## config.mk

```make
export PLATFORM = sky130hd
export DESIGN_NAME = option_ack_parser
export DESIGN_NICKNAME = d
export VERILOG_FILES = /design/src/design/oap_pkg.sv /design/src/design/oap_front.sv /design/src/design/oap_queue.sv /design/src/design/oap_back.sv /design/src/design/option_ack_parser.sv
export VERILOG_INCLUDE_DIRS = /design/src /design/src/design
export SDC_FILE = /design/constraint.sdc
export NUM_CORES = 1
export LEC_CHECK = 0
export BUFFER_PORTS_ARGS = -buffer_cell sky130_fd_sc_hd__buf_4
export CAP_MARGIN = 30
export CORE_MARGIN = 4
export CORE_UTILIZATION = 51
export CTS_BUF_LIST = sky130_fd_sc_hd__clkbuf_8
export CTS_CLUSTER_DIAMETER = 50
export DETAILED_ROUTE_END_ITERATION = 16
export PLACE_DENSITY = 0.77
export SLEW_MARGIN = 20
export SYNTH_ARGS = -nofsm -noshare
export SYNTH_HDL_FRONTEND = slang
export SYNTH_SLANG_ARGS = --single-unit
```

## constraint.sdc

```tcl
create_clock -name clock -period 6.3 [get_ports clock]
set_input_delay 1.26 -clock clock [delete_from_list [all_inputs] [get_ports clock]]
set_output_delay 1.26 -clock clock [all_outputs]
set_load 0.02 [all_outputs]
```

## src/design/option_ack_parser_defines.svh

```systemverilog
// Assertion macros shared by the option acknowledgement parser.
// Defining ASSERT_OFF leaves every macro body empty.
`ifndef OPTION_ACK_PARSER_DEFINES_SVH
`define OPTION_ACK_PARSER_DEFINES_SVH
`ifndef ASSERT_OFF
// Checked on every rising edge, switched off while reset is high.
`define OAP_ASSERT(label, clk, rst, prop, msg) \
   label: assert property (@(posedge clk) disable iff (rst) prop) else $error(msg);
// Checked on every rising edge, reset included.
`define OAP_ASSERT_ALWAYS(label, clk, prop, msg) \
   label: assert property (@(posedge clk) prop) else $error(msg);
`else
`define OAP_ASSERT(label, clk, rst, prop, msg)
`define OAP_ASSERT_ALWAYS(label, clk, prop, msg)
`endif
`endif

```

## src/design/oap_pkg.sv

```systemverilog
// Shared types, keyword constants and helpers for the option acknowledgement parser.
// Used by the front, the command queue, the back and the top level.
package oap_pkg;

   // Result field widths.
   localparam int OPTION_VALUE_W = 32;
   localparam int BLKSIZE_HEADER_BYTES = 4;

   // Command queue geometry (depth is a power of two).
   localparam int QUEUE_DEPTH = 4;
   localparam int QUEUE_PTR_W = 2;
   localparam int QUEUE_CNT_W = 3;

   // Keywords, first character in the top byte, padded with zeros to seven bytes.
   localparam int KW_BYTES = 7;
   localparam int KW_W = KW_BYTES * 8;
   localparam logic [KW_W-1:0] KW_BLKSIZE = "blksize";
   localparam logic [KW_W-1:0] KW_TSIZE = {"tsize", 16'h0000};
   localparam logic [KW_W-1:0] KW_TIMEOUT = "timeout";
   localparam logic [3:0] KW_BLKSIZE_LEN = 4'd7;
   localparam logic [3:0] KW_TSIZE_LEN = 4'd5;
   localparam logic [3:0] KW_TIMEOUT_LEN = 4'd7;

   localparam logic [1:0] HEADER_BYTES = 2'd2;
   localparam logic [3:0] NAME_POS_MAX = 4'd15;
   localparam logic [7:0] CHAR_NUL = 8'h00;
   localparam logic [7:0] CHAR_ZERO = 8'h30;
   localparam logic [7:0] CHAR_NINE = 8'h39;

   typedef enum logic [1:0] {
      KIND_BLKSIZE = 2'd0,
      KIND_TSIZE   = 2'd1,
      KIND_TIMEOUT = 2'd2
   } oap_kind_type;

   // Work handed from the front to the back.
   typedef enum logic [1:0] {
      OP_START,   // a keyword matched: open a new value
      OP_DIGIT,   // a decimal digit of the value
      OP_OTHER    // any other value byte, ends the digit run
   } oap_op_type;

   typedef struct packed {
      oap_op_type   op;
      oap_kind_type kind;
      logic [3:0]   digit;
      logic         emit;
   } oap_cmd_type;

   // True when keyword kw of length len still matches after byte b at position pos.
   function automatic logic kw_keeps(input logic [KW_W-1:0] kw, input logic [3:0] len,
                                     input logic [3:0] pos, input logic [7:0] b);
      logic [KW_W-1:0] shifted;
      logic keep;
      shifted = kw >> {3'(3'd6 - pos[2:0]), 3'b000};
      if (pos < len) begin
         keep = (b == shifted[7:0]);
      end else if (pos == len) begin
         keep = (b == CHAR_NUL);
      end else begin
         keep = 1'b0;
      end
      return keep;
   endfunction

endpackage

```

## src/design/oap_front.sv

```systemverilog
// Front of the parser: accepts datagram bytes, skips the opcode, matches names
// and turns value bytes into commands for the back. Depends on oap_pkg.
module oap_front (
   input  logic                clock,
   input  logic                reset,
   input  logic                req_valid,
   input  logic [7:0]          req_data_byte,
   input  logic                req_end_of_datagram,
   output logic                req_stall,
   input  logic                q_full,
   output logic                q_push,
   output oap_pkg::oap_cmd_type q_cmd
);
   import oap_pkg::*;

   logic [1:0] hdr_ff, hdr_in;
   logic [3:0] pos_ff, pos_in;
   logic [2:0] cand_ff, cand_in;
   logic       expect_ff, expect_in;

   logic        accept;
   logic        cmd_valid;
   logic [2:0]  cand_next;
   logic        is_digit;
   logic [7:0]  digit_byte;

   assign req_stall = q_full;
   assign accept = req_valid && !q_full;
   assign q_push = accept && cmd_valid;

   // Keyword candidates that survive this byte.
   always_comb begin
      cand_next = cand_ff;
      if (!kw_keeps(KW_BLKSIZE, KW_BLKSIZE_LEN, pos_ff, req_data_byte)) cand_next[0] = 1'b0;
      if (!kw_keeps(KW_TSIZE, KW_TSIZE_LEN, pos_ff, req_data_byte)) cand_next[1] = 1'b0;
      if (!kw_keeps(KW_TIMEOUT, KW_TIMEOUT_LEN, pos_ff, req_data_byte)) cand_next[2] = 1'b0;
   end

   assign is_digit = req_data_byte inside {[CHAR_ZERO:CHAR_NINE]};
   assign digit_byte = req_data_byte - CHAR_ZERO;

   // Classify the byte and advance the name tracker.
   always_comb begin
      hdr_in = hdr_ff;
      pos_in = pos_ff;
      cand_in = cand_ff;
      expect_in = expect_ff;
      cmd_valid = 1'b0;
      q_cmd.op = OP_OTHER;
      q_cmd.kind = KIND_BLKSIZE;
      q_cmd.digit = digit_byte[3:0];
      q_cmd.emit = req_end_of_datagram;
      if (hdr_ff < HEADER_BYTES) begin
         hdr_in = hdr_ff + 2'd1;
      end else if (expect_ff) begin
         cmd_valid = 1'b1;
         if (req_data_byte == CHAR_NUL) begin
            q_cmd.emit = 1'b1;
            expect_in = 1'b0;
            pos_in = 4'd0;
            cand_in = 3'b111;
         end else if (is_digit) begin
            q_cmd.op = OP_DIGIT;
         end
      end else begin
         if (req_data_byte == CHAR_NUL) begin
            if (cand_next != 3'b000) begin
               cmd_valid = 1'b1;
               q_cmd.op = OP_START;
               q_cmd.kind = cand_next[0] ? KIND_BLKSIZE :
                            (cand_next[1] ? KIND_TSIZE : KIND_TIMEOUT);
               expect_in = 1'b1;
            end
            pos_in = 4'd0;
            cand_in = 3'b111;
         end else begin
            cand_in = cand_next;
            if (pos_ff < NAME_POS_MAX) pos_in = pos_ff + 4'd1;
         end
      end
      // The last byte of a datagram returns the front to the opcode.
      if (req_end_of_datagram) begin
         hdr_in = 2'd0;
         pos_in = 4'd0;
         cand_in = 3'b111;
         expect_in = 1'b0;
      end
   end

   always_ff @(posedge clock) begin
      if (reset) begin
         hdr_ff <= 2'd0;
         pos_ff <= 4'd0;
         cand_ff <= 3'b111;
         expect_ff <= 1'b0;
      end else if (accept) begin
         hdr_ff <= hdr_in;
         pos_ff <= pos_in;
         cand_ff <= cand_in;
         expect_ff <= expect_in;
      end
   end

endmodule

```

## src/design/oap_queue.sv

```systemverilog
// Short command queue that decouples the parser front from the value back.
// Depends on oap_pkg for the command type and depth.
module oap_queue (
   input  logic                clock,
   input  logic                reset,
   input  logic                push,
   input  oap_pkg::oap_cmd_type push_cmd,
   output logic                full,
   output logic                pop_valid,
   output oap_pkg::oap_cmd_type pop_cmd,
   input  logic                pop
);
   import oap_pkg::*;

   oap_cmd_type            slot_ff [QUEUE_DEPTH];
   logic [QUEUE_PTR_W-1:0] wr_ptr_ff;
   logic [QUEUE_PTR_W-1:0] rd_ptr_ff;
   logic [QUEUE_CNT_W-1:0] count_ff, count_in;

   assign full = (count_ff == QUEUE_CNT_W'(QUEUE_DEPTH));
   assign pop_valid = (count_ff != '0);
   assign pop_cmd = slot_ff[rd_ptr_ff];

   // Occupancy follows pushes and pops.
   always_comb begin
      count_in = count_ff;
      if (push && !pop) count_in = count_ff + QUEUE_CNT_W'(1);
      else if (pop && !push) count_in = count_ff - QUEUE_CNT_W'(1);
   end

   always_ff @(posedge clock) begin
      if (reset) begin
         wr_ptr_ff <= '0;
         rd_ptr_ff <= '0;
         count_ff <= '0;
      end else begin
         count_ff <= count_in;
         if (push) wr_ptr_ff <= wr_ptr_ff + QUEUE_PTR_W'(1);
         if (pop) rd_ptr_ff <= rd_ptr_ff + QUEUE_PTR_W'(1);
      end
   end

   // Command storage needs no reset.
   always_ff @(posedge clock) begin
      if (push) slot_ff[wr_ptr_ff] <= push_cmd;
   end

endmodule

```

## src/design/oap_back.sv

```systemverilog
// Back of the parser: accumulates the decimal value, clamps it and registers
// each result beat. Depends on oap_pkg for the command type and constants.
module oap_back #(
   parameter int VALUE_WIDTH = 32
) (
   input  logic                clock,
   input  logic                reset,
   input  logic                q_valid,
   input  oap_pkg::oap_cmd_type q_cmd,
   output logic                q_pop,
   output logic                rsp_valid,
   input  logic                rsp_stall,
   output logic [1:0]          rsp_option_kind,
   output logic [oap_pkg::OPTION_VALUE_W-1:0] rsp_option_value,
   output logic                rsp_value_saturated
);
   import oap_pkg::*;

   localparam int ACC_W = (VALUE_WIDTH >= OPTION_VALUE_W) ? OPTION_VALUE_W : VALUE_WIDTH;
   localparam int SUM_W = ACC_W + 4;
   localparam logic [ACC_W-1:0] CEIL = {ACC_W{1'b1}};

   logic [ACC_W-1:0] acc_ff, acc_in;
   logic             ended_ff, ended_in;
   logic             ovf_ff, ovf_in;
   oap_kind_type     kind_ff, kind_in;

   logic                      rsp_valid_ff;
   oap_kind_type              rsp_kind_ff;
   logic [OPTION_VALUE_W-1:0] rsp_value_ff;
   logic                      rsp_sat_ff;

   logic             out_free;
   logic [SUM_W-1:0] mul_sum;
   logic             mul_ovf;
   logic [ACC_W:0]   plus_hdr;
   logic [ACC_W-1:0] emit_value;
   logic             emit_sat;

   // A command that emits waits for the output register to free up.
   assign out_free = !rsp_valid_ff || !rsp_stall;
   assign q_pop = q_valid && (!q_cmd.emit || out_free);

   // Value times ten plus the new digit.
   assign mul_sum = SUM_W'({acc_ff, 3'b000}) + SUM_W'({acc_ff, 1'b0}) + SUM_W'(q_cmd.digit);
   assign mul_ovf = |mul_sum[SUM_W-1:ACC_W];

   always_comb begin
      acc_in = acc_ff;
      ended_in = ended_ff;
      ovf_in = ovf_ff;
      kind_in = kind_ff;
      case (q_cmd.op)
         OP_START: begin
            acc_in = '0;
            ended_in = 1'b0;
            ovf_in = 1'b0;
            kind_in = q_cmd.kind;
         end
         OP_DIGIT: begin
            if (!ended_ff) begin
               acc_in = mul_ovf ? CEIL : mul_sum[ACC_W-1:0];
               ovf_in = ovf_ff | mul_ovf;
            end
         end
         OP_OTHER: begin
            ended_in = 1'b1;
         end
         default: begin
            ended_in = ended_ff;
         end
      endcase
   end

   // Block size results carry the header bytes on top, clamped again.
   assign plus_hdr = {1'b0, acc_in} + (ACC_W + 1)'(BLKSIZE_HEADER_BYTES);
   always_comb begin
      emit_value = acc_in;
      emit_sat = ovf_in;
      if (kind_in == KIND_BLKSIZE) begin
         emit_value = plus_hdr[ACC_W] ? CEIL : plus_hdr[ACC_W-1:0];
         emit_sat = ovf_in | plus_hdr[ACC_W];
      end
   end

   always_ff @(posedge clock) begin
      if (reset) begin
         acc_ff <= '0;
         ended_ff <= 1'b0;
         ovf_ff <= 1'b0;
         kind_ff <= KIND_BLKSIZE;
         rsp_valid_ff <= 1'b0;
      end else begin
         if (q_pop) begin
            acc_ff <= acc_in;
            ended_ff <= ended_in;
            ovf_ff <= ovf_in;
            kind_ff <= kind_in;
         end
         if (q_pop && q_cmd.emit) rsp_valid_ff <= 1'b1;
         else if (!rsp_stall) rsp_valid_ff <= 1'b0;
      end
   end

   // Result payload holds while stalled.
   always_ff @(posedge clock) begin
      if (q_pop && q_cmd.emit) begin
         rsp_kind_ff <= kind_in;
         rsp_value_ff <= OPTION_VALUE_W'(emit_value);
         rsp_sat_ff <= emit_sat;
      end
   end

   assign rsp_valid = rsp_valid_ff;
   assign rsp_option_kind = rsp_kind_ff;
   assign rsp_option_value = rsp_value_ff;
   assign rsp_value_saturated = rsp_sat_ff;

endmodule

```

## src/design/option_ack_parser.sv

```systemverilog
// Option acknowledgement parser: one datagram byte per cycle in, one option beat out per value.
// A byte that completes an option goes through the command queue, then the output register.
// Throughput: one byte per cycle; the command queue stalls input only when four commands wait.
// The output register lets a new byte in while a finished beat still waits to be taken.
// Reset is synchronous and clears the parser, the queue and the output valid at once.
// Top level; instantiates oap_front, oap_queue and oap_back, uses oap_pkg and the macros.
`include "option_ack_parser_defines.svh"
module option_ack_parser #(
   parameter int VALUE_WIDTH = 32
) (
   input  logic        clock,
   input  logic        reset,
   input  logic        req_valid,
   output logic        req_stall,
   input  logic [7:0]  req_data_byte,
   input  logic        req_end_of_datagram,
   output logic        rsp_valid,
   input  logic        rsp_stall,
   output logic [1:0]  rsp_option_kind,
   output logic [oap_pkg::OPTION_VALUE_W-1:0] rsp_option_value,
   output logic        rsp_value_saturated
);
   import oap_pkg::*;

   localparam int ACC_W = (VALUE_WIDTH >= OPTION_VALUE_W) ? OPTION_VALUE_W : VALUE_WIDTH;

   logic        q_push;
   logic        q_full;
   logic        q_valid;
   logic        q_pop;
   oap_cmd_type push_cmd;
   oap_cmd_type pop_cmd;

   // Byte classification and name matching.
   oap_front u_front (
      .clock               (clock),
      .reset               (reset),
      .req_valid           (req_valid),
      .req_data_byte       (req_data_byte),
      .req_end_of_datagram (req_end_of_datagram),
      .req_stall           (req_stall),
      .q_full              (q_full),
      .q_push              (q_push),
      .q_cmd               (push_cmd)
   );

   // Commands between the two halves.
   oap_queue u_queue (
      .clock     (clock),
      .reset     (reset),
      .push      (q_push),
      .push_cmd  (push_cmd),
      .full      (q_full),
      .pop_valid (q_valid),
      .pop_cmd   (pop_cmd),
      .pop       (q_pop)
   );

   // Value accumulation and result beats.
   oap_back #(
      .VALUE_WIDTH (VALUE_WIDTH)
   ) u_back (
      .clock               (clock),
      .reset               (reset),
      .q_valid             (q_valid),
      .q_cmd               (pop_cmd),
      .q_pop               (q_pop),
      .rsp_valid           (rsp_valid),
      .rsp_stall           (rsp_stall),
      .rsp_option_kind     (rsp_option_kind),
      .rsp_option_value    (rsp_option_value),
      .rsp_value_saturated (rsp_value_saturated)
   );

   // The queue never takes a command while full.
   `OAP_ASSERT(a_queue_no_overflow, clock, reset, q_push |-> !q_full, "command queue overflow")
   // A new beat only appears after the back took a command.
   `OAP_ASSERT(a_beat_from_pop, clock, reset, $rose(rsp_valid) |-> $past(q_pop), "beat without command")
   // A clamped value is always the ceiling.
   `OAP_ASSERT(a_sat_at_ceiling, clock, reset, (rsp_valid && rsp_value_saturated) |-> (rsp_option_value == OPTION_VALUE_W'({ACC_W{1'b1}})), "saturated value below ceiling")
   // Reset leaves no beat pending.
   `OAP_ASSERT_ALWAYS(a_reset_clears_beat, clock, reset |=> !rsp_valid, "beat valid after reset")

endmodule

```

---- After elaboration in Yosys (flattened, before gate mapping) ----
Memories as Yosys holds them, arrays and structs flattened. A register that Yosys moved wholly into a read port is not among the register bits.
Cells that the tools add are included.
word-level totals
  register bits after elaboration ......... 89
  RAM bits ................................ 36
  bits of input ports ..................... 13
  output and inout port bits .............. 37
  word-level logic and storage cells ...... 138
  memories kept ........................... 1
operators by class
  add/sub/neg operators ................... 11
  $lt $le $gt $ge ......................... 6
  equality and inequality tests ........... 11
  shift operators ......................... 3
  multiplexer cells ....................... 59
  bitwise logic cells ..................... 2
  reductions and logical operators ........ 30
memories
  memory           depth  bits a word  rd ports  clocked after memory_dff  wr ports  RTL line         RTL
  u_queue.slot_ff  4      9            1         1                         1         oap_queue.sv:15  oap_cmd_type slot_ff [QUEUE_DEPTH];
operator list
  operator               count
  $shr 55x6->8 const A   3
  $mux 32                4
  $pmux 32 s2            1
  $add 35x33->36         1
  $add 36x4->36          1
  $mux 4                 9
  $add 32x3->33 const B  1
  $mux 1                 25
  $eq 8x8->1             3
  $mux 2                 11
  $mux 3                 7
  $reduce_bool 3->1      3
  $eq 4x3->1 const B     2
  $ge 8x6->1 const B     1
  $le 8x6->1 const B     1
  $logic_not 8->1        1
  $lt 4x3->1 const B     2
  $logic_and 1x1->1      7
  $add 2x1->2 const B    3
  $logic_not 1->1        6
  $reduce_and 2->1       3
  $reduce_bool 2->1      3
  $add 4x1->4 const B    1
  $logic_not 2->1        2
  other kinds (18)       21

---- Logic depth before layout (Yosys ltp) ----
  word-level depth ........................ 15
  gate-level depth with buffers ........... 26
  mapped depth without buffers ............ 22

---- By module ----
Synthesis repeated with hierarchy kept, for this count alone.
unflattened totals
  cells, all modules ...................... 1067
  area total of the unflattened synthesis .. 9572.9 µm²
by module, submodules not included
  module     instances  cells an instance  area an instance (µm²)
  oap_back   1          806                6525.0
  oap_queue  1          91                 1731.7
  oap_front  1          170                1316.3

---- Least setup slack after synthesis ----
Ideal clock, no wire load.
  path type ............................... reg2reg
  start ................................... register with a tool-made name
  end ..................................... register u_back.rsp_value_ff[28], in the netlist u_back.rsp_option_value[28] (data pin)
  setup time .............................. 0.267 ns
  arrival ................................. 5.384 ns
  data required time ...................... 6.033 ns
  path slack .............................. 0.649 ns
  stages on the path, launching flop included .. 24
  path buffers ............................ 3
  cells stage by stage .................... dfxtp_1 > buf_6 > mux4_2 > fa_1 > inv_1 > fa_1 > nand2b_1 > a21o_1 > a211oi_2 > o31a_2 > o21ai_2 > xor2_2 > nand3_2 > clkbuf_1 > nor2_1 > o21ai_0 > ha_1 > and3_1 > clkbuf_1 > and2_1 > nand3_2 > or3_4 > nor3_1 > mux2i_1
RTL lines
  element               RTL line         RTL
  end signal, assigned  oap_back.sv:109  rsp_value_ff <= OPTION_VALUE_W'(emit_value);
  end, declared         oap_back.sv:30   logic [OPTION_VALUE_W-1:0] rsp_value_ff;

==> results.py <==
metrics = {
    "outcome": {
        "status": "complete, no violations",
    },
    "sta": {
        "finalCriticalPeriod_ns": 5.77,
        "maxSlewHeadroom_pct": 38.1,
        "hold_viol_final": 0,
        "drv_slew": 0,
        "grt_setup_unrepaired": "no",
        "post-route-period-util_pct": 91.5,
        "tightest_slew_ns": 0.925,
        "fmax_mhz": 173,
        "setup_viol": 0,
        "fin_worst_skew_ns": 0.0131,
        "setup_tns_ns": 0,
    },
    "setup_path": {
        "cp.required_ns": 6.46,
        "startpoint_type": "flip-flop",
        "max_stage_delay_ns": 0.53,
        "cp.arrival_ns": 5.93,
        "cp_max_fo": 26,
        "crit_chain": "mux4_2 > fa_1 > ha_1 > a211oi_1 > o21ai_2 > a211oi_1 > o21ai_0 > a32oi_1 > o21ai_2 > nor3_2 > buf_4 > nand2_1 > a21boi_0 > inv_1 > ha_1 > and3_1 > and2_1 > nand3_2 > nor3_2 > nand2_4 > o21ai_0",
        "critical_path_class": "flip-flop to flip-flop",
        "worst_setup_path_end_kind": "flip-flop",
        "crit_slowest_cell": "mux4_2",
    },
    "yosys": {
        "synth.most_common_cell": "nand2_1",
        "netlist.area_leader.share_pct": 22.6,
        "yosysSeqAreaShare_pct": 34.4,
        "synth_nets": 1145,
        "synth_area_per_cell_um2": 8.99,
        "netlist_instances": 1051,
        "ys_warn_count": 0,
        "yosysUniqueCellTypes": 95,
        "ys.flop_type": "edfxtp_1",
        "ys_top_cells_by_count": "nand2_1, nor2_1, a21oi_1, ha_1, edfxtp_1",
        "synthArstFlopShare_pct": 0,
        "ys_seq_elements": 127,
        "synth_edf_count": 71,
        "synth_area_mm2": 0.00944,
        "yosysTopAreaCell": "edfxtp_1",
        "synth.area.top_cells": "edfxtp_1, dfxtp_1, ha_1, nand2_1, a21oi_1",
    },
    "floorplan": {
        "die_area_mm2": 0.0208,
        "std_cell_rows": 49,
        "start_util_pct": 52.2,
        "fp.dieH_um": 144,
        "die_x_um": 144,
        "core-area_mm2": 0.0181,
        "ios": 50,
    },
    "route": {
        "vias": 8285,
        "drc": 0,
        "wl_met2_um": 12600,
        "drt-total-wl_um": 25700,
        "topRoutingLayerUsed": "met4",
        "post_drt_wl_per_cell_um": 19.5,
        "drtIter0Drc": 851,
        "wl_met3_um": 1440,
        "dr.pass1.iters": 6,
        "ant_nets": 0,
        "vias_per_cell": 6.31,
        "wl_met1_um": 10500,
    },
    "grt": {
        "gr-usage-all-layers_pct": 24.9,
        "antenna_found_initial": 0,
        "grt_pass1_vias": 7823,
        "grt-ovfl-total": 0,
        "grt_pass1_wl_um": 41000,
        "grt_max_degree": 54,
    },
    "final_layout": {
        "fill_cells": 1572,
        "antenna_cells": 0,
        "utilization_pct": 57.2,
        "drive_gt1_share_pct": 13.9,
        "synthToLayoutAreaGrowth_pct": 9.61,
        "nNetsFinal": 1166,
        "multi_input_area_mm2": 0.00585,
        "seq_area_mm2": 0.00325,
    },
    "power_and_ir_drop": {
        "peakVddDrop_mv": 0.351,
        "power.density_mw_per_mm2": 603,
        "switchingPower_mw": 3.23,
        "p_clk_share_pct": 12.2,
        "p_comb_share_pct": 64.5,
        "leakage_nw": 4.13,
        "p_int_mw": 3.01,
        "seqPwrFrac_pct": 23.3,
        "p_sw_share_pct": 51.8,
    },
    "clocking": {
        "hold_buffers": 0,
        "cts.clk_slew.worst_paths_ns": 0.09,
        "numCtsBuffers": 17,
        "root_buffer": "clkbuf_8",
        "cts_resized": 0,
        "clk_latency_ns": 0.45,
        "post_cts_buffers": 0,
        "clk_path_buf_depth": 2,
        "cts.sink_count": 127,
        "cts_tree": "yes",
        "h-tree-depth": 4,
    },
    "place": {
        "dp_hpwl_um": 19100,
        "io_buffers": 49,
        "gp_congestion": 0.965,
    },
    "min_path": {
        "hp-class": "flip-flop to flip-flop",
    },
    "flow_run": {
        "cap_violations": 0,
    },
}
[cell usage in the layout, fill, tap and decap left out, types with 20 or more instances in the layout]
cell type,instances
inv_1,22
nand2_1,123
edfxtp_1,71
a21oi_1,92
xnor2_1,26
nor3_1,32
o21ai_0,41
buf_4,59
nand3_1,20
xor2_1,31
ha_1,78
dfxtp_1,56
a211oi_1,26
nor2_1,110
[layer usage]
layer / vias to the layer above / global-route usage [%]
met5: - / 0
met2: 356 / 43.9
met3: 79 / 3.44
met4: 0 / 10.6
li1: 3939 / -
met1: 3911 / 30.5
[power by group through the flow]
stage / clock [mW] / combinational, mW / sequential, mW
floorplan: 0 / 2.73 / 1.54
finish: 0.762 / 4.03 / 1.45
CTS: 0.766 / 3.95 / 1.45
global route: 0.806 / 4.38 / 1.47
detailed placement: 0 / 3.92 / 1.47
global placement: 0 / 3.88 / 1.46
[layout make-up]
| cell class | instances | area share, % |
|---|---|---|
| multi-input cells | 845 | 56.5 |
| flip-flops and latches | 127 | 31.4 |
| repair buffers | 59 | 4.28 |
| well taps | 229 | 2.77 |
| clock buffers | 17 | 2.26 |
| clock inverters | 15 | 1.92 |
| inverters | 22 | 0.798 |
[cell families (layout without fill, tap and decap cells)]
group | Yosys count | after routing | share of synthesized area [%]
XOR/XNOR | 61 | 61 | 6.33
flip-flops | 127 | 127 | 34.4
AO/OA/AOI/OAI | 301 | 301 | 21.8
multiplexers | 19 | 19 | 3.21
adder cells (fa/ha/maj) | 81 | 81 | 11.0
AND/OR/NAND/NOR | 383 | 383 | 19.5
buffers and inverters | 79 | 113 | 3.74
[stage by stage]
| stage | area, µm² | power [mW] | cells | setup WS (ns) | hold WS (ns) |
|---|---|---|---|---|---|
| global route | 10400 | 6.66 | 1314 | 0.119 | 0.480 |
| global placement | 9920 | 5.34 | 1282 | 0.807 | 0.435 |
| CTS | 10400 | 6.16 | 1314 | 0.632 | 0.466 |
| finish | 10400 | 6.24 | 1314 | 0.534 | 0.468 |
| detailed placement | 9920 | 5.38 | 1282 | 0.686 | 0.445 |
| floorplan | 9440 | 4.27 | 1051 | 0.649 | 0.427 |
[sequential cells by signal, indices dropped and copies added, names as in the netlist, named ones only]
| signal | count |
|---|---|
| u_queue.slot_ff | 36 |
| u_back.acc_ff | 32 |
| u_back.rsp_option_value | 32 |
| u_front.pos_ff | 4 |
| u_front.cand_ff | 3 |
| u_queue.count_ff | 3 |
| u_back.kind_ff | 2 |
| u_back.rsp_option_kind | 2 |
| u_front.hdr_ff | 2 |
| u_queue.rd_ptr_ff | 2 |
| u_queue.wr_ptr_ff | 2 |
| u_back.ended_ff | 1 |
| u_back.ovf_ff | 1 |
| u_back.rsp_valid | 1 |
| u_back.rsp_value_saturated | 1 |
| u_front.expect_ff | 1 |
[path summary, 6_finish.rpt]
path,from,to,slack [ns],cells past startpoint
worst max-delay path,flip-flop,u_back.rsp_value_saturated,0.53,21
worst min-delay path,u_front.cand_ff[1],u_front.cand_ff[1],0.47,1
worst max register to register,flip-flop,u_back.rsp_value_saturated,0.53,21
worst min register to register,u_front.cand_ff[1],u_front.cand_ff[1],0.47,1
[worst max-delay path, delay by kind of cell (launching register included)]
kind | cells | cell delay [ns]
adders and majority gates | 3 | 1.03
buffers and inverters | 2 | 0.30
and+or+nand+nor | 7 | 1.13
AOI/OAI and AO/OA | 8 | 2.10
DFF | 1 | 0.37
muxes | 1 | 0.53
Power figures use the tool's default switching activity.
